==> config.mk <==
export PLATFORM = sky130hd
export DESIGN_NAME = utf8_to_utf16_transcoder
export DESIGN_NICKNAME = d
export VERILOG_FILES = /design/src/sv/u8u16_pkg.sv /design/src/sv/u8u16_front.sv /design/src/sv/u8u16_fifo.sv /design/src/sv/u8u16_back.sv /design/src/sv/utf8_to_utf16_transcoder.sv
export VERILOG_INCLUDE_DIRS = /design/src /design/src/sv
export SDC_FILE = /design/constraint.sdc
export NUM_CORES = 1
export LEC_CHECK = 0
export BUFFER_PORTS_ARGS = -buffer_cell sky130_fd_sc_hd__buf_2
export CAP_MARGIN = 5
export CORE_UTILIZATION = 55
export DETAILED_ROUTE_END_ITERATION = 8
export PLACE_DENSITY = 0.73
export SLEW_MARGIN = 25
export SYNTH_ARGS = -nofsm -noshare
export SYNTH_HDL_FRONTEND = slang
export SYNTH_SLANG_ARGS = --single-unit
==> constraint.sdc <==
create_clock -name clk -period 3.23 [get_ports clk]
set_input_delay 0.1615 -clock clk [delete_from_list [all_inputs] [get_ports clk]]
set_output_delay 0.1615 -clock clk [all_outputs]
set_load 0.02 [all_outputs]
==> src/sv/assert_macros.svh <==
// assertion helpers used by the top-level rtl
`ifndef ASSERT_MACROS_SVH
`define ASSERT_MACROS_SVH

// same-cycle implication, disabled while in reset
`define ASSERT_SAME(label, clk, rst_n, ante, cons) \
	label: assert property (@(posedge clk) disable iff (!rst_n) (ante) |-> (cons)) \
	else $error("same-cycle check failed");

// next-cycle implication, disabled while in reset
`define ASSERT_NEXT(label, clk, rst_n, ante, cons) \
	label: assert property (@(posedge clk) disable iff (!rst_n) (ante) |=> (cons)) \
	else $error("next-cycle check failed");

`endif

==> src/sv/u8u16_pkg.sv <==
`timescale 1ns / 1ps

package u8u16_pkg;

	// byte length claimed by a lead byte; LEN_BAD also means nothing pending
	typedef enum logic [2:0] {
		LEN_BAD   = 3'd0,
		LEN_ONE   = 3'd1,
		LEN_TWO   = 3'd2,
		LEN_THREE = 3'd3,
		LEN_FOUR  = 3'd4
	} lead_len_t;

	localparam logic [15:0] REPLACEMENT  = 16'hFFFD;
	localparam logic [15:0] HI_SURR_BASE = 16'hD800;
	localparam logic [15:0] LO_SURR_BASE = 16'hDC00;
	localparam logic [20:0] SUPP_BASE    = 21'h010000;
	localparam logic [20:0] MAX_CP       = 21'h10FFFF;
	localparam logic [20:0] SURR_FIRST   = 21'h00D800;
	localparam logic [20:0] SURR_LAST    = 21'h00DFFF;
	localparam logic [20:0] MIN_TWO      = 21'h000080;
	localparam logic [20:0] MIN_THREE    = 21'h000800;

	// one to two code units caused by a single byte
	typedef struct packed {
		logic [15:0] unit0;
		logic [15:0] unit1;
		logic        two;
		logic        text_end;
	} job_t;

endpackage

==> src/sv/u8u16_front.sv <==
`timescale 1ns / 1ps

module u8u16_front import u8u16_pkg::*; (
	input  logic       clk,
	input  logic       arst_n,
	input  logic       accept,
	input  logic [7:0] in_byte,
	input  logic       text_end,
	output job_t       job,
	output logic       job_valid,
	output logic       idle
);

	logic [20:0] pv_q, pv_d;
	lead_len_t   exp_q, exp_d;
	logic [2:0]  taken_q, taken_d;

	lead_len_t   lead_len;
	logic [20:0] lead_bits;
	logic        lead_start;
	logic        lead_emit;
	logic [15:0] lead_unit;

	logic        pending;
	logic        cont;
	logic [20:0] acc_val;
	logic [2:0]  taken_nx;
	logic        seq_done;
	logic        bad;
	logic [20:0] off;

	// classify the byte as a lead
	always_comb begin
		priority if (!in_byte[7]) begin
			lead_len = LEN_ONE;
		end else if (in_byte[7:5] == 3'b110) begin
			lead_len = LEN_TWO;
		end else if (in_byte[7:4] == 4'b1110) begin
			lead_len = LEN_THREE;
		end else if (in_byte[7:3] == 5'b11110) begin
			lead_len = LEN_FOUR;
		end else begin
			lead_len = LEN_BAD;
		end
	end

	// payload bits of a multi-byte lead
	always_comb begin
		unique case (lead_len)
			LEN_TWO:   lead_bits = {16'd0, in_byte[4:0]};
			LEN_THREE: lead_bits = {17'd0, in_byte[3:0]};
			LEN_FOUR:  lead_bits = {18'd0, in_byte[2:0]};
			default:   lead_bits = '0;
		endcase
	end

	assign lead_start = (lead_len == LEN_TWO) || (lead_len == LEN_THREE) ||
		(lead_len == LEN_FOUR);
	assign lead_emit  = (lead_len == LEN_BAD) || (lead_len == LEN_ONE) ||
		(lead_start && text_end);
	assign lead_unit  = (lead_len == LEN_ONE) ? {8'h00, in_byte} : REPLACEMENT;

	// continuation path
	assign pending  = (exp_q != LEN_BAD);
	assign cont     = (in_byte[7:6] == 2'b10);
	assign acc_val  = {pv_q[14:0], in_byte[5:0]};
	assign taken_nx = taken_q + 3'd1;
	assign seq_done = (taken_nx >= exp_q);
	assign off      = acc_val - SUPP_BASE;

	// overlong, surrogate or out of range
	assign bad = ((exp_q == LEN_TWO) && (acc_val < MIN_TWO)) ||
		((exp_q == LEN_THREE) && (acc_val < MIN_THREE)) ||
		((exp_q == LEN_FOUR) && (acc_val < SUPP_BASE)) ||
		((acc_val >= SURR_FIRST) && (acc_val <= SURR_LAST)) ||
		(acc_val > MAX_CP);

	// build the job and the next decoder state
	always_comb begin
		job          = '0;
		job.text_end = text_end;
		job_valid    = 1'b0;
		pv_d         = pv_q;
		exp_d        = exp_q;
		taken_d      = taken_q;
		if (pending && cont) begin
			if (seq_done) begin
				job_valid = 1'b1;
				pv_d      = '0;
				exp_d     = LEN_BAD;
				taken_d   = '0;
				if (bad) begin
					job.unit0 = REPLACEMENT;
				end else if (acc_val < SUPP_BASE) begin
					job.unit0 = acc_val[15:0];
				end else begin
					job.unit0 = HI_SURR_BASE + {6'd0, off[19:10]};
					job.unit1 = LO_SURR_BASE + {6'd0, off[9:0]};
					job.two   = 1'b1;
				end
			end else if (text_end) begin
				job_valid = 1'b1;
				job.unit0 = REPLACEMENT;
				pv_d      = '0;
				exp_d     = LEN_BAD;
				taken_d   = '0;
			end else begin
				pv_d    = acc_val;
				taken_d = taken_nx;
			end
		end else begin
			// broken sequence first, then the byte as a new lead
			if (pending) begin
				job_valid = 1'b1;
				job.unit0 = REPLACEMENT;
			end
			pv_d    = '0;
			exp_d   = LEN_BAD;
			taken_d = '0;
			if (lead_start && !text_end) begin
				pv_d    = lead_bits;
				exp_d   = lead_len;
				taken_d = 3'd1;
			end
			if (lead_emit) begin
				job_valid = 1'b1;
				if (pending) begin
					job.unit1 = lead_unit;
					job.two   = 1'b1;
				end else begin
					job.unit0 = lead_unit;
				end
			end
		end
	end

	// decoder state
	always_ff @(posedge clk or negedge arst_n) begin
		if (!arst_n) begin
			pv_q    <= '0;
			exp_q   <= LEN_BAD;
			taken_q <= '0;
		end else if (accept) begin
			pv_q    <= pv_d;
			exp_q   <= exp_d;
			taken_q <= taken_d;
		end
	end

	assign idle = !pending;

endmodule

==> src/sv/u8u16_fifo.sv <==
`timescale 1ns / 1ps

module u8u16_fifo import u8u16_pkg::*; #(
	parameter int DEPTH = 4
) (
	input  logic clk,
	input  logic arst_n,
	input  logic wr_en,
	input  job_t wr_job,
	input  logic rd_en,
	output job_t head,
	output logic head_valid,
	output logic full
);

	localparam int AW = (DEPTH > 1) ? $clog2(DEPTH) : 1;
	localparam int CW = $clog2(DEPTH + 1);

	job_t          mem_q [DEPTH];
	logic [AW-1:0] wr_ptr_q;
	logic [AW-1:0] rd_ptr_q;
	logic [CW-1:0] count_q;

	// job storage
	always_ff @(posedge clk) begin
		if (wr_en) begin
			mem_q[wr_ptr_q] <= wr_job;
		end
	end

	// pointers and fill count
	always_ff @(posedge clk or negedge arst_n) begin
		if (!arst_n) begin
			wr_ptr_q <= '0;
			rd_ptr_q <= '0;
			count_q  <= '0;
		end else begin
			if (wr_en) begin
				wr_ptr_q <= (wr_ptr_q == AW'(DEPTH - 1)) ? '0 : wr_ptr_q + 1'b1;
			end
			if (rd_en) begin
				rd_ptr_q <= (rd_ptr_q == AW'(DEPTH - 1)) ? '0 : rd_ptr_q + 1'b1;
			end
			if (wr_en && !rd_en) begin
				count_q <= count_q + 1'b1;
			end else if (rd_en && !wr_en) begin
				count_q <= count_q - 1'b1;
			end
		end
	end

	assign head       = mem_q[rd_ptr_q];
	assign head_valid = (count_q != '0);
	assign full       = (count_q == CW'(DEPTH));

endmodule

==> src/sv/u8u16_back.sv <==
`timescale 1ns / 1ps

module u8u16_back import u8u16_pkg::*; (
	input  logic        clk,
	input  logic        arst_n,
	input  job_t        head,
	input  logic        head_valid,
	output logic        pop_job,
	input  logic        pop,
	output logic        empty,
	output logic [15:0] code_unit,
	output logic        run_last,
	output logic        text_done,
	output logic        second
);

	logic        out_valid_q, out_valid_d;
	logic [15:0] unit_q, unit_d;
	logic        last_q, last_d;
	logic        done_q, done_d;
	logic        second_q, second_d;
	logic        load;

	// output register refills whenever it is free or being taken
	assign load = !out_valid_q || pop;

	// pick the next unit from the head job
	always_comb begin
		pop_job     = 1'b0;
		out_valid_d = out_valid_q;
		unit_d      = unit_q;
		last_d      = last_q;
		done_d      = done_q;
		second_d    = second_q;
		if (load) begin
			out_valid_d = head_valid;
			if (head_valid) begin
				if (second_q) begin
					unit_d   = head.unit1;
					last_d   = 1'b1;
					pop_job  = 1'b1;
					second_d = 1'b0;
				end else begin
					unit_d   = head.unit0;
					last_d   = !head.two;
					pop_job  = !head.two;
					second_d = head.two;
				end
				done_d = last_d && head.text_end;
			end
		end
	end

	// output register, control part
	always_ff @(posedge clk or negedge arst_n) begin
		if (!arst_n) begin
			out_valid_q <= 1'b0;
			second_q    <= 1'b0;
		end else begin
			out_valid_q <= out_valid_d;
			second_q    <= second_d;
		end
	end

	// output register, payload part
	always_ff @(posedge clk) begin
		unit_q <= unit_d;
		last_q <= last_d;
		done_q <= done_d;
	end

	assign empty     = !out_valid_q;
	assign code_unit = unit_q;
	assign run_last  = last_q;
	assign text_done = done_q;
	assign second    = second_q;

endmodule

==> src/sv/utf8_to_utf16_transcoder.sv <==
// a byte's first unit passes through the job queue and then the output register
// throughput: one byte per cycle while full is low; a surrogate pair holds the
// output register for both of its units, absorbed by a queue of QUEUE_DEPTH jobs
// reset: arst_n clears the decoder state, the job queue and the output register
`timescale 1ns / 1ps
`include "assert_macros.svh"

module utf8_to_utf16_transcoder import u8u16_pkg::*; #(
	parameter int QUEUE_DEPTH = 4
) (
	input  logic        clk,
	input  logic        arst_n,
	input  logic        push,
	output logic        full,
	input  logic [7:0]  in_byte,
	input  logic        text_end,
	input  logic        pop,
	output logic        empty,
	output logic [15:0] code_unit,
	output logic        run_last,
	output logic        text_done
);

	logic accept;
	job_t job;
	logic job_valid;
	logic front_idle;
	job_t head;
	logic head_valid;
	logic pop_job;
	logic back_second;
	logic out_pop;

	assign accept  = push && !full;
	assign out_pop = pop && !empty;

	// decoder front
	u8u16_front u_front (
		.clk       (clk),
		.arst_n    (arst_n),
		.accept    (accept),
		.in_byte   (in_byte),
		.text_end  (text_end),
		.job       (job),
		.job_valid (job_valid),
		.idle      (front_idle)
	);

	// job queue
	u8u16_fifo #(
		.DEPTH (QUEUE_DEPTH)
	) u_fifo (
		.clk        (clk),
		.arst_n     (arst_n),
		.wr_en      (accept && job_valid),
		.wr_job     (job),
		.rd_en      (pop_job),
		.head       (head),
		.head_valid (head_valid),
		.full       (full)
	);

	// unit emitter
	u8u16_back u_back (
		.clk        (clk),
		.arst_n     (arst_n),
		.head       (head),
		.head_valid (head_valid),
		.pop_job    (pop_job),
		.pop        (out_pop),
		.empty      (empty),
		.code_unit  (code_unit),
		.run_last   (run_last),
		.text_done  (text_done),
		.second     (back_second)
	);

	// checks
	`ASSERT_NEXT(a_end_flushes, clk, arst_n, accept && text_end, front_idle)
	`ASSERT_SAME(a_done_is_last, clk, arst_n, !empty && text_done, run_last)
	`ASSERT_SAME(a_pair_held, clk, arst_n, back_second, head_valid && head.two)

endmodule

==> impl_metrics.py, run 1 <==
metrics = {
    "timing": {
        "worstMarginPinSlew_ns": 0.836,
        "max_freq_mhz": 340,
        "period_needed_ns": 2.94,
        "setup_slack_ns": 0.286,
        "relSlewSlack_pct": 43.7,
        "fin_worst_skew_ns": 0.00774,
        "finalMaxSlewViolations": 0,
        "post-route-period-util_pct": 91.1,
        "hold_viol": 0,
        "setup_tns_ns": 0,
        "setup_viol": 0,
        "rsz0062_at_grt": "no",
    },
    "clocking": {
        "cts_tree": "yes",
        "htree_levels": 4,
        "cts.sinks": 168,
        "post_cts_buffers": 0,
        "clockBufferDepth": 2,
        "cts_root_buf": "clkbuf_16",
        "clk_latency_ns": 0.42,
        "path_clk_slew_ns": 0.06,
        "cts_made_buffers": 17,
    },
    "synthesis": {
        "synth_ff_type": "edfxtp_1",
        "synth_warnings": 0,
        "synthCells": 490,
        "synthAdderAreaFrac_pct": 2.33,
        "synth_commonest_cells": "edfxtp_1, nand2_1, nor2_1, o21ai_0",
        "ys_ff_latch": 168,
        "synth_top_area_cell": "edfxtp_1",
        "synth_area_um2": 7320,
        "synth_most_common_cell": "edfxtp_1",
        "synth.avg_cell_area_um2": 14.9,
        "ys_seq_area_share_pct": 66.9,
        "synthArstFlopShare_pct": 17.9,
        "synth_xor_area_share_pct": 0.599,
        "synth_area_leaders": "edfxtp_1, dfrtp_1, mux4_2, mux2_2, nand2_1",
        "synthMuxAreaShare_pct": 12.3,
        "synth_compound_gate_area_share_pct": 6.82,
        "syn-num-nets": 516,
        "synth_top_area_share_pct": 56.6,
        "synth_top_family_by_area": "multiplexers",
        "synth_edf_count": 138,
        "yosysUniqueCellTypes": 47,
        "yosys.area_share.simple_pct": 8.84,
    },
    "drt": {
        "dr.pass1.iters": 5,
        "drt_iter0_markers": 427,
        "num_vias": 4365,
        "wirelength_um": 14700,
        "routed_wire_length_per_instance_um": 20.3,
        "vias_per_cell": 6.02,
        "ant_nets": 0,
        "drc": 0,
    },
    "placement": {
        "gp_congestion": 0.923,
        "pre_cts_slack_ns": 0.147,
        "dp_hpwl_um": 9350,
        "portBuffers": 32,
    },
    "floorplan": {
        "die_y_um": 117,
        "start_util_pct": 57.3,
        "die_area_um2": 13800,
        "ios": 33,
        "die_w_um": 117,
        "num_rows": 41,
        "core_um2": 12800,
    },
    "setup_path": {
        "cp_cell_sequence": "ha_1, ha_1, a21o_1, a2111oi_4, nand2b_1, nor2_2, ha_1, inv_1, fa_1, xor2_1, nor2_1, xor2_1",
        "slowest_stage": "dfrtp_1",
        "required_ns": 3.57,
        "critPathTopFamily": "adder cells",
        "cp_max_fo": 7,
        "slowest_delay_ns": 0.40,
        "critPathMostFrequentCell": "ha_1",
        "endpoint_kind": "register",
        "crit_arrival_ns": 3.28,
        "cp-startpoint": "u_front.taken_q[0]$_DFFE_PN0P_",
        "cp_num_buf_inv": 1,
        "worstReg2RegStart": "u_front.taken_q[0]$_DFFE_PN0P_",
        "cp-start-kind": "register",
        "criticalPathCategory": "reg2reg",
    },
    "cells_and_area": {
        "fin_nets": 566,
        "diodes": 0,
        "seqCellArea_um2": 4900,
        "syn_to_final_growth_pct": 14.0,
        "fillers": 907,
        "multi_input_area_um2": 2260,
        "drive_above_1_share_pct": 24.8,
    },
    "run": {
        "cap_violations": 0,
    },
    "power_and_ir_drop": {
        "powerDensity_nw_per_um2": 864,
        "power_mw": 7.20,
        "leakage_nw": 3.07,
        "ir_drop_uv": 496,
    },
    "grt": {
        "antenna_found_initial": 0,
        "grt_start_max_net_pins": 33,
        "grt_use_total_pct": 23.1,
        "first_global_vias": 4360,
        "grt_remaining_overflow": 0,
        "grt_pass1_wl_um": 23600,
    },
    "worst_hold_path": {
        "hp-start": "in_byte[3]",
        "hold_path_class": "in2reg",
    },
    "run_status": {
        "status": "completed",
    },
}
[cells by family after synthesis]
| family | Yosys count |
|---|---|
| adders and majority gates | 13 |
| xor gates and xnor gates | 5 |
| AOI/OAI and AO/OA | 77 |
| buffers and inverters | 41 |
| muxes | 50 |
| DFF | 168 |
| and+or+nand+nor | 136 |
[area by class of cell]
cell class	instances	area share, %
Clock buffer	17	5.10
Timing Repair Buffer	52	3.78
Sequential cell	168	58.7
Inverter	20	0.900
Clock inverter	15	1.79
Multi-Input combinational cell	281	27.2
Tap cell	172	2.58
[power by group]
| part | internal, mW | switching [mW] | total, mW |
|---|---|---|---|
| registers | 3.01 | 0.154 | 3.16 |
| clock network | 1.14 | 0.810 | 1.95 |
| logic | 0.897 | 1.20 | 2.10 |
[through the flow]
step	instance area [um^2]	hold slack, ns	cells	utilization [%]
after floorplan	7320	-0.134	490	-
after global placement	7740	0.247	691	60.6
after detailed placement	7740	0.251	691	60.6
after CTS	8340	0.00809	725	65.3
after global routing	8340	0.0349	725	65.3
final	8340	0.0308	725	65.3
[registers in the layout, indices dropped and copies added (netlist names)]
signal              count
u_fifo.rd_ptr_q         2
u_fifo.wr_ptr_q         2
u_fifo.count_q          3
u_back.code_unit       16
u_back.run_last         1
u_back.out_valid_q      1
u_fifo.mem_q          120
u_front.exp_q           3
u_back.text_done        1
u_front.taken_q         3
u_back.second           1
u_front.pv_q           15
[per-layer routing]
metal	track usage [%]	wire [um]
met3	5.79	1130
met4	7.95	274
met1	30.5	6080
met2	37.6	7220
met5	0	0
[worst reg2reg max path, stage by stage, from the launching register on]
cell       delay [ns]
dfrtp_1          0.40
ha_1             0.33
ha_1             0.28
a21o_1           0.19
a2111oi_4        0.09
nand2b_1         0.18
nor2_2           0.26
ha_1             0.25
inv_1            0.06
fa_1             0.37
xor2_1           0.17
nor2_1           0.12
xor2_1           0.16
[final timing paths]
path	depth (start not counted)	slack [ns]	end
hold reg to reg	1	0.50	u_fifo.count_q[2]$_DFFE_PN0P_
setup reg to reg	12	0.29	u_fifo.count_q[2]$_DFFE_PN0P_
min in group asynchronous	2	0.33	u_fifo.wr_ptr_q[0]$_DFFE_PN0P_
max in group asynchronous	2	2.41	u_fifo.rd_ptr_q[0]$_DFFE_PN0P_
setup / recovery	12	0.29	u_fifo.count_q[2]$_DFFE_PN0P_
hold / removal	2	0.03	u_front.exp_q[2]$_DFFE_PN0P_
[cells in the final DEF, fill, tap and decap left out, drive strengths merged, types with 5 or more instances in the layout]
cell type  instances
clkbuf            17
a21oi             13
o21ai             33
nand3             13
mux2              18
nand2             44
nor3               8
clkinv             7
buf               50
dfrtp             30
edfxtp           138
and3               5
a31oi              7
nand2b             9
and2               9
inv               23
nor2              33
ha                12
mux4              30
[timing repair]
| item | CTS | global route |
|---|---|---|
| hold buffers | 2 | 0 |
| setup endpoints to repair | 0 | 1 |
| resized for setup | 0 | 1 |
| hold endpoints to repair | 31 | 0 |
Power figures use the tool's default switching activity.
==> run 2: changes to the inputs <==
Settings changed: ABC_AREA from default to 1, HOLD_SLACK_MARGIN from default to 0.1.
==> run 2 against run 1 <==
Compared with the run above:
- worst setup slack worse by 0.0058 ns
- clock skew is 0.0059 ns higher
- utilization is 0.35 points higher
- sequential cell count stayed put
- sequential share of layout area is 3.1 points lower
- sequential power hardly changed
- largest cell class unchanged
- largest power group unchanged
==> impl_metrics.py, run 2 <==
metrics = {
    "setup_path": {
        "cp_cell_sequence": "ha_1, xor2_1, ha_1, a21oi_1, nand3_1, inv_1, nand2_2, nand2_1, inv_2, nand2_4, inv_2, ha_1, inv_2, fa_2, mux2_2",
        "slowest_delay_ns": 0.43,
        "endpoint_kind": "register",
        "cp-start-kind": "register",
        "criticalPathCategory": "reg2reg",
        "cp_max_fo": 5,
        "slowest_stage": "fa_2",
        "crit_arrival_ns": 3.25,
        "required_ns": 3.53,
    },
    "cells_and_area": {
        "stdcell_count": 972,
        "fillers": 1009,
        "diodes": 0,
        "largest_reg_flops": 120,
        "fin_nets": 809,
        "syn_to_final_growth_pct": 14.9,
        "regMostFlops": "u_fifo.mem_q",
        "drive_above_1_share_pct": 14.2,
        "final_common_cell": "edfxtp_1",
        "mostFrequentLayoutCells": "edfxtp_1, nor2_1, nand2_1, o21ai_0, inv_1",
    },
    "synthesis": {
        "synth_ff_type": "edfxtp_1",
        "yosysUniqueCellTypes": 39,
        "synth_most_common_cell": "edfxtp_1",
        "synthCells": 734,
        "synth_top_area_cell": "edfxtp_1",
        "synth_area_um2": 7650,
        "synth.avg_cell_area_um2": 10.4,
        "synth_top_area_share_pct": 54.1,
        "synth_commonest_cells": "edfxtp_1, nor2_1, nand2_1",
        "syn-num-nets": 760,
        "ys_ff_latch": 168,
        "synth_area_leaders": "edfxtp_1, dfrtp_1, nor2_1, o21ai_0, nand2_1",
        "synth_warnings": 0,
        "synth_edf_count": 138,
        "ys_seq_area_share_pct": 63.9,
        "synthArstFlopShare_pct": 17.9,
    },
    "power_and_ir_drop": {
        "swShare_pct": 34.5,
        "power_mw": 7.77,
        "leakage_nw": 3.50,
        "power_frac_clock_pct": 27.3,
        "p_sw_mw": 2.68,
        "powerDensity_nw_per_um2": 883,
        "cellInternalPower_mw": 5.09,
        "combPwrFrac_pct": 31.8,
        "ir_drop_uv": 446,
        "seqPwrFrac_pct": 40.8,
    },
    "drt": {
        "dr.pass1.iters": 6,
        "vias_per_cell": 5.69,
        "wirelength_um": 16500,
        "drt_iter0_markers": 497,
        "drc": 0,
        "ant_nets": 0,
        "routed_wire_length_per_instance_um": 17.0,
        "num_vias": 5533,
    },
    "timing": {
        "relSlewSlack_pct": 54.9,
        "finalMaxSlewViolations": 0,
        "hold_viol": 0,
        "post-route-period-util_pct": 91.3,
        "hold_slack_ns": 0.128,
        "worstMarginPinSlew_ns": 0.676,
        "period_needed_ns": 2.95,
        "setup_tns_ns": 0,
        "setup_viol": 0,
        "fin_worst_skew_ns": 0.0136,
        "max_freq_mhz": 339,
        "rsz0062_at_grt": "no",
    },
    "floorplan": {
        "die_w_um": 120,
        "ios": 33,
        "start_util_pct": 57.1,
        "core_um2": 13400,
        "num_rows": 42,
        "die_y_um": 120,
        "die_area_um2": 14400,
    },
    "placement": {
        "dp.cells": 927,
        "gp_congestion": 0.906,
        "portBuffers": 32,
        "dp_hpwl_um": 10500,
    },
    "worst_hold_path": {
        "hold_path_class": "in2reg",
    },
    "clocking": {
        "cts_made_buffers": 17,
        "cts_tree": "yes",
        "htree_levels": 4,
        "path_clk_slew_ns": 0.06,
        "cts_root_buf": "clkbuf_16",
        "clk_latency_ns": 0.42,
        "clockBufferDepth": 2,
        "cts.sinks": 168,
    },
    "grt": {
        "antenna_found_initial": 0,
        "grt_use_total_pct": 24.7,
        "grt_start_max_net_pins": 57,
        "grt_remaining_overflow": 0,
        "first_global_vias": 5549,
        "grt_pass1_wl_um": 26900,
    },
    "run": {
        "cap_violations": 0,
    },
    "run_status": {
        "status": "completed",
    },
}
[run 2: changes by cell type after synthesis, moves of 9 or more]
cell | previous run | this run
nand3_1 | 13 | 34
inv_1 | 20 | 57
mux2_2 | 18 | 1
a21oi_1 | 13 | 25
o22ai_1 | 0 | 16
o21ai_0 | 33 | 85
mux4_2 | 30 | 0
nor2_1 | 33 | 120
nand2_1 | 44 | 113
nand2b_1 | 9 | 0
[run 2: area by class of cell]
cell class                      count  area (um^2)  area share (%)
Timing Repair Buffer               62          423            4.81
Sequential cell                   168         4890            55.6
Multi-Input combinational cell    473         2410            27.4
Inverter                           61          229            2.60
Clock buffer                       18          429            4.88
Clock inverter                     14          195            2.22
Tap cell                          176          220            2.50
[run 2: power by group through the flow]
| stage | Clock [mW] | Sequential [mW] | Combinational [mW] |
|---|---|---|---|
| global route | 2.22 | 3.22 | 2.75 |
| finish | 2.12 | 3.17 | 2.47 |
| floorplan | 0 | 3.33 | 1.53 |
| CTS | 2.15 | 3.17 | 2.45 |
| global placement | 0 | 3.19 | 2.33 |
| detailed placement | 0 | 3.22 | 2.43 |
[run 2: what timing repair did]
action | 4_1_cts | 5_1_grt
buffers inserted | 0 | 3
hold endpoints to repair | 42 | 0
endpoints found under the setup margin | 0 | 2
resized for setup | 0 | 6
hold buffers | 10 | 0
[run 2: worst paths after layout]
| check | start | slack, ns | endpoint | cells past startpoint |
|---|---|---|---|---|
| max in group asynchronous | arst_n | 2.47 | u_fifo.rd_ptr_q[1]$_DFFE_PN0P_ | 2 |
| min reg2reg | u_front.taken_q[1]$_DFFE_PN0P_ | 0.52 | u_front.taken_q[1]$_DFFE_PN0P_ | 2 |
| min in group asynchronous | arst_n | 0.30 | u_front.pv_q[10]$_DFFE_PN0P_ | 2 |
| max | u_front.taken_q[0]$_DFFE_PN0P_ | 0.28 | u_fifo.count_q[1]$_DFFE_PN0P_ | 15 |
| max reg2reg | u_front.taken_q[0]$_DFFE_PN0P_ | 0.28 | u_fifo.count_q[1]$_DFFE_PN0P_ | 15 |
| min | push | 0.13 | u_front.pv_q[9]$_DFFE_PN0P_ | 4 |
[run 2: kinds of logic after synthesis]
| family | after synthesis | synth area share (%) |
|---|---|---|
| XOR/XNOR | 4 | 0.458 |
| flip-flops | 168 | 63.9 |
| buffers and inverters | 93 | 4.94 |
| AO/OA/AOI/OAI | 162 | 12.2 |
| adder cells (fa/ha/maj) | 13 | 2.22 |
| AND/OR/NAND/NOR | 293 | 16.1 |
| multiplexers | 1 | 0.147 |
[run 2: metrics by stage]
stage	utilization [%]	worst slack [ns]	instance area [um^2]
floorplan	-	-0.265	7650
global placement	60.0	0.266	8040
detailed placement	60.0	0.0785	8040
CTS	65.4	0.0447	8760
global route	65.6	0.0417	8800
finish	65.6	0.281	8800
[run 2: worst max-delay path: cells and delay by family (launching register included)]
family,cells,cell delay (ns)
adder cells (fa/ha/maj),4,1.14
flip-flops,1,0.42
AND/OR/NAND/NOR,4,0.34
buffers and inverters,4,0.33
multiplexers,1,0.26
XOR/XNOR,1,0.21
AO/OA/AOI/OAI,1,0.14
[run 2: per-layer routing]
| layer | part of all wire (%) | wire length (um) | vias up | GRT usage [%] |
|---|---|---|---|---|
| li1 | - | - | 2649 | - |
| met4 | 1.2 | 198 | 0 | 9.84 |
| met2 | 49 | 8160 | 206 | 40.2 |
| met5 | 0 | 0 | - | 0 |
| met1 | 43 | 7070 | 2656 | 31.9 |
| met3 | 6.6 | 1090 | 22 | 5.66 |
==> run 3: changes to the inputs <==
Settings changed: RECOVER_POWER from default to 50.
==> run 3 against run 2 <==
Compared with the run above:
- the run now ends with capacitance limit, slew limit left
- power decreased by 0.77%
- largest power group unchanged
- clock-buffer cell count unchanged
- combinational power fell by 2%
- highest routed layer unchanged
- utilization shrank 0.48 points
- first-iteration DRC count fell by 12%
- global-route usage unchanged
- die area unchanged
- worst hold slack better by 0.0046 ns
- sequential power barely moved
- sequential share of layout area grew 0.41 points
- register-to-register slack about the same
- clock power barely moved
==> impl_metrics.py, run 3 (synthesis results as in run 2) <==
metrics = {
    "floorplan": {
        "ios": 33,
        "start_util_pct": 57.1,
        "core_um2": 13400,
        "die_w_um": 120,
        "num_rows": 42,
        "die_y_um": 120,
        "die_area_um2": 14400,
    },
    "setup_path": {
        "endpoint_kind": "register",
        "cp_max_fo": 5,
        "criticalPathCategory": "reg2reg",
        "crit_arrival_ns": 3.24,
        "required_ns": 3.53,
        "cp-start-kind": "register",
    },
    "timing": {
        "setup_viol": 0,
        "relSlewSlack_pct": -7.89,
        "period_needed_ns": 2.94,
        "max_freq_mhz": 340,
        "post-route-period-util_pct": 90.9,
        "worstMarginPinSlew_ns": 1.62,
        "rsz0062_at_grt": "no",
        "setup_slack_ns": 0.293,
        "hold_slack_ns": 0.132,
        "hold_viol": 0,
        "finalMaxSlewViolations": 31,
        "fin_worst_skew_ns": 0.0120,
        "setup_tns_ns": 0,
    },
    "cells_and_area": {
        "mostFrequentLayoutCells": "edfxtp_1, nor2_1, nand2_1, o21ai_0, inv_1",
        "stdcell_count": 972,
        "largest_reg_flops": 120,
        "regMostFlops": "u_fifo.mem_q",
        "final_common_cell": "edfxtp_1",
        "utilization_pct": 65.2,
        "syn_to_final_growth_pct": 14.1,
        "diodes": 0,
        "design_area_um2": 8730,
        "fin_nets": 809,
        "drive_above_1_share_pct": 10.6,
    },
    "grt": {
        "grt_start_max_net_pins": 57,
        "grt_use_total_pct": 24.7,
        "grt_remaining_overflow": 0,
        "grt_pass1_wl_um": 26900,
        "antenna_found_initial": 0,
        "first_global_vias": 5549,
    },
    "clocking": {
        "cts_tree": "yes",
        "cts.sinks": 168,
        "clockBufferDepth": 2,
        "htree_levels": 4,
        "clk_latency_ns": 0.42,
        "path_clk_slew_ns": 0.06,
        "cts_root_buf": "clkbuf_16",
        "cts_made_buffers": 17,
    },
    "power_and_ir_drop": {
        "powerDensity_nw_per_um2": 883,
        "power_mw": 7.71,
        "ir_drop_uv": 446,
        "leakage_nw": 3.42,
    },
    "worst_hold_path": {
        "hold_path_class": "in2reg",
    },
    "drt": {
        "dr.pass1.iters": 5,
        "routed_wire_length_per_instance_um": 17.0,
        "drt_iter0_markers": 435,
        "vias_per_cell": 5.67,
        "ant_nets": 0,
        "wirelength_um": 16500,
        "num_vias": 5513,
        "drc": 0,
    },
    "placement": {
        "dp.cells": 927,
        "pre_cts_slack_ns": 0.0785,
        "dp_hpwl_um": 10500,
        "gp_congestion": 0.906,
        "portBuffers": 32,
        "place_area_um2": 8040,
    },
    "run": {
        "cap_violations": 2,
    },
    "run_status": {
        "failed_checks": "capacitance limit, slew limit",
        "status": "finished with violations",
    },
}
==> run 3: cell types whose count changed in the layout (fill, tap and decap cells not counted) <==
cell,delta
clkbuf_1,+27
buf_2,-23
buf_4,-5
buf_12,-1
clkbuf_2,+1
clkbuf_4,+1
nand2_1,+1
nand2_2,-1
nor2_1,+1
nor2_2,-1
or2_0,+1
or2_1,-1
==> run 3: cell type report <==
type / count / area [um^2]
clock buffer: 18 / 429
clock inverter: 14 / 195
fill: 1033 / 4670
inverter: 61 / 229
multi-input combinational: 473 / 2400
sequential: 168 / 4890
tap: 176 / 220
timing repair buffer: 62 / 364
==> run 3: what timing repair did <==
action                     4_1_cts  5_1_grt
setup buffers                    0        3
gates resized for setup          0        6
hold endpoints to repair        42        0
hold buffers                    10        0
setup endpoints to repair        0        2
==> run 3: worst paths after layout <==
| check | startpoint | endpoint | slack [ns] | depth (start not counted) |
|---|---|---|---|---|
| min in group asynchronous | arst_n | u_front.pv_q[10]$_DFFE_PN0P_ | 0.68 | 2 |
| setup reg to reg | u_front.taken_q[0]$_DFFE_PN0P_ | u_fifo.count_q[1]$_DFFE_PN0P_ | 0.29 | 15 |
| hold / removal | push | u_front.pv_q[9]$_DFFE_PN0P_ | 0.13 | 4 |
| hold reg to reg | u_front.taken_q[1]$_DFFE_PN0P_ | u_front.taken_q[1]$_DFFE_PN0P_ | 0.51 | 2 |
| max in group asynchronous | arst_n | u_fifo.rd_ptr_q[1]$_DFFE_PN0P_ | 1.60 | 2 |
| setup / recovery | u_front.taken_q[0]$_DFFE_PN0P_ | u_fifo.count_q[1]$_DFFE_PN0P_ | 0.29 | 15 |
==> run 3: power by group <==
| group | internal, mW | leakage (nW) | total, mW | switching, mW |
|---|---|---|---|---|
| clock network | 1.30 | 0.301 | 2.12 | 0.819 |
| registers | 3.00 | 1.68 | 3.18 | 0.176 |
| logic | 0.735 | 1.44 | 2.41 | 1.68 |
==> run 3: worst max-delay path: stages (launching register included) <==
cell	delay [ns]
dfrtp_1	0.42
ha_1	0.22
xor2_1	0.21
ha_1	0.30
a21oi_1	0.14
nand3_1	0.10
inv_1	0.11
nand2_2	0.06
nand2_1	0.07
inv_2	0.07
nand2_4	0.10
inv_2	0.07
ha_1	0.19
inv_2	0.08
fa_2	0.43
mux2_2	0.26
==> run 3: routing by layer <==
metal,vias up,global-route usage (%),wire length (um)
met4,0,9.84,225
met3,24,5.66,1140
met1,2638,31.9,6950
li1,2648,-,-
met5,-,0,0
met2,203,40.2,8180
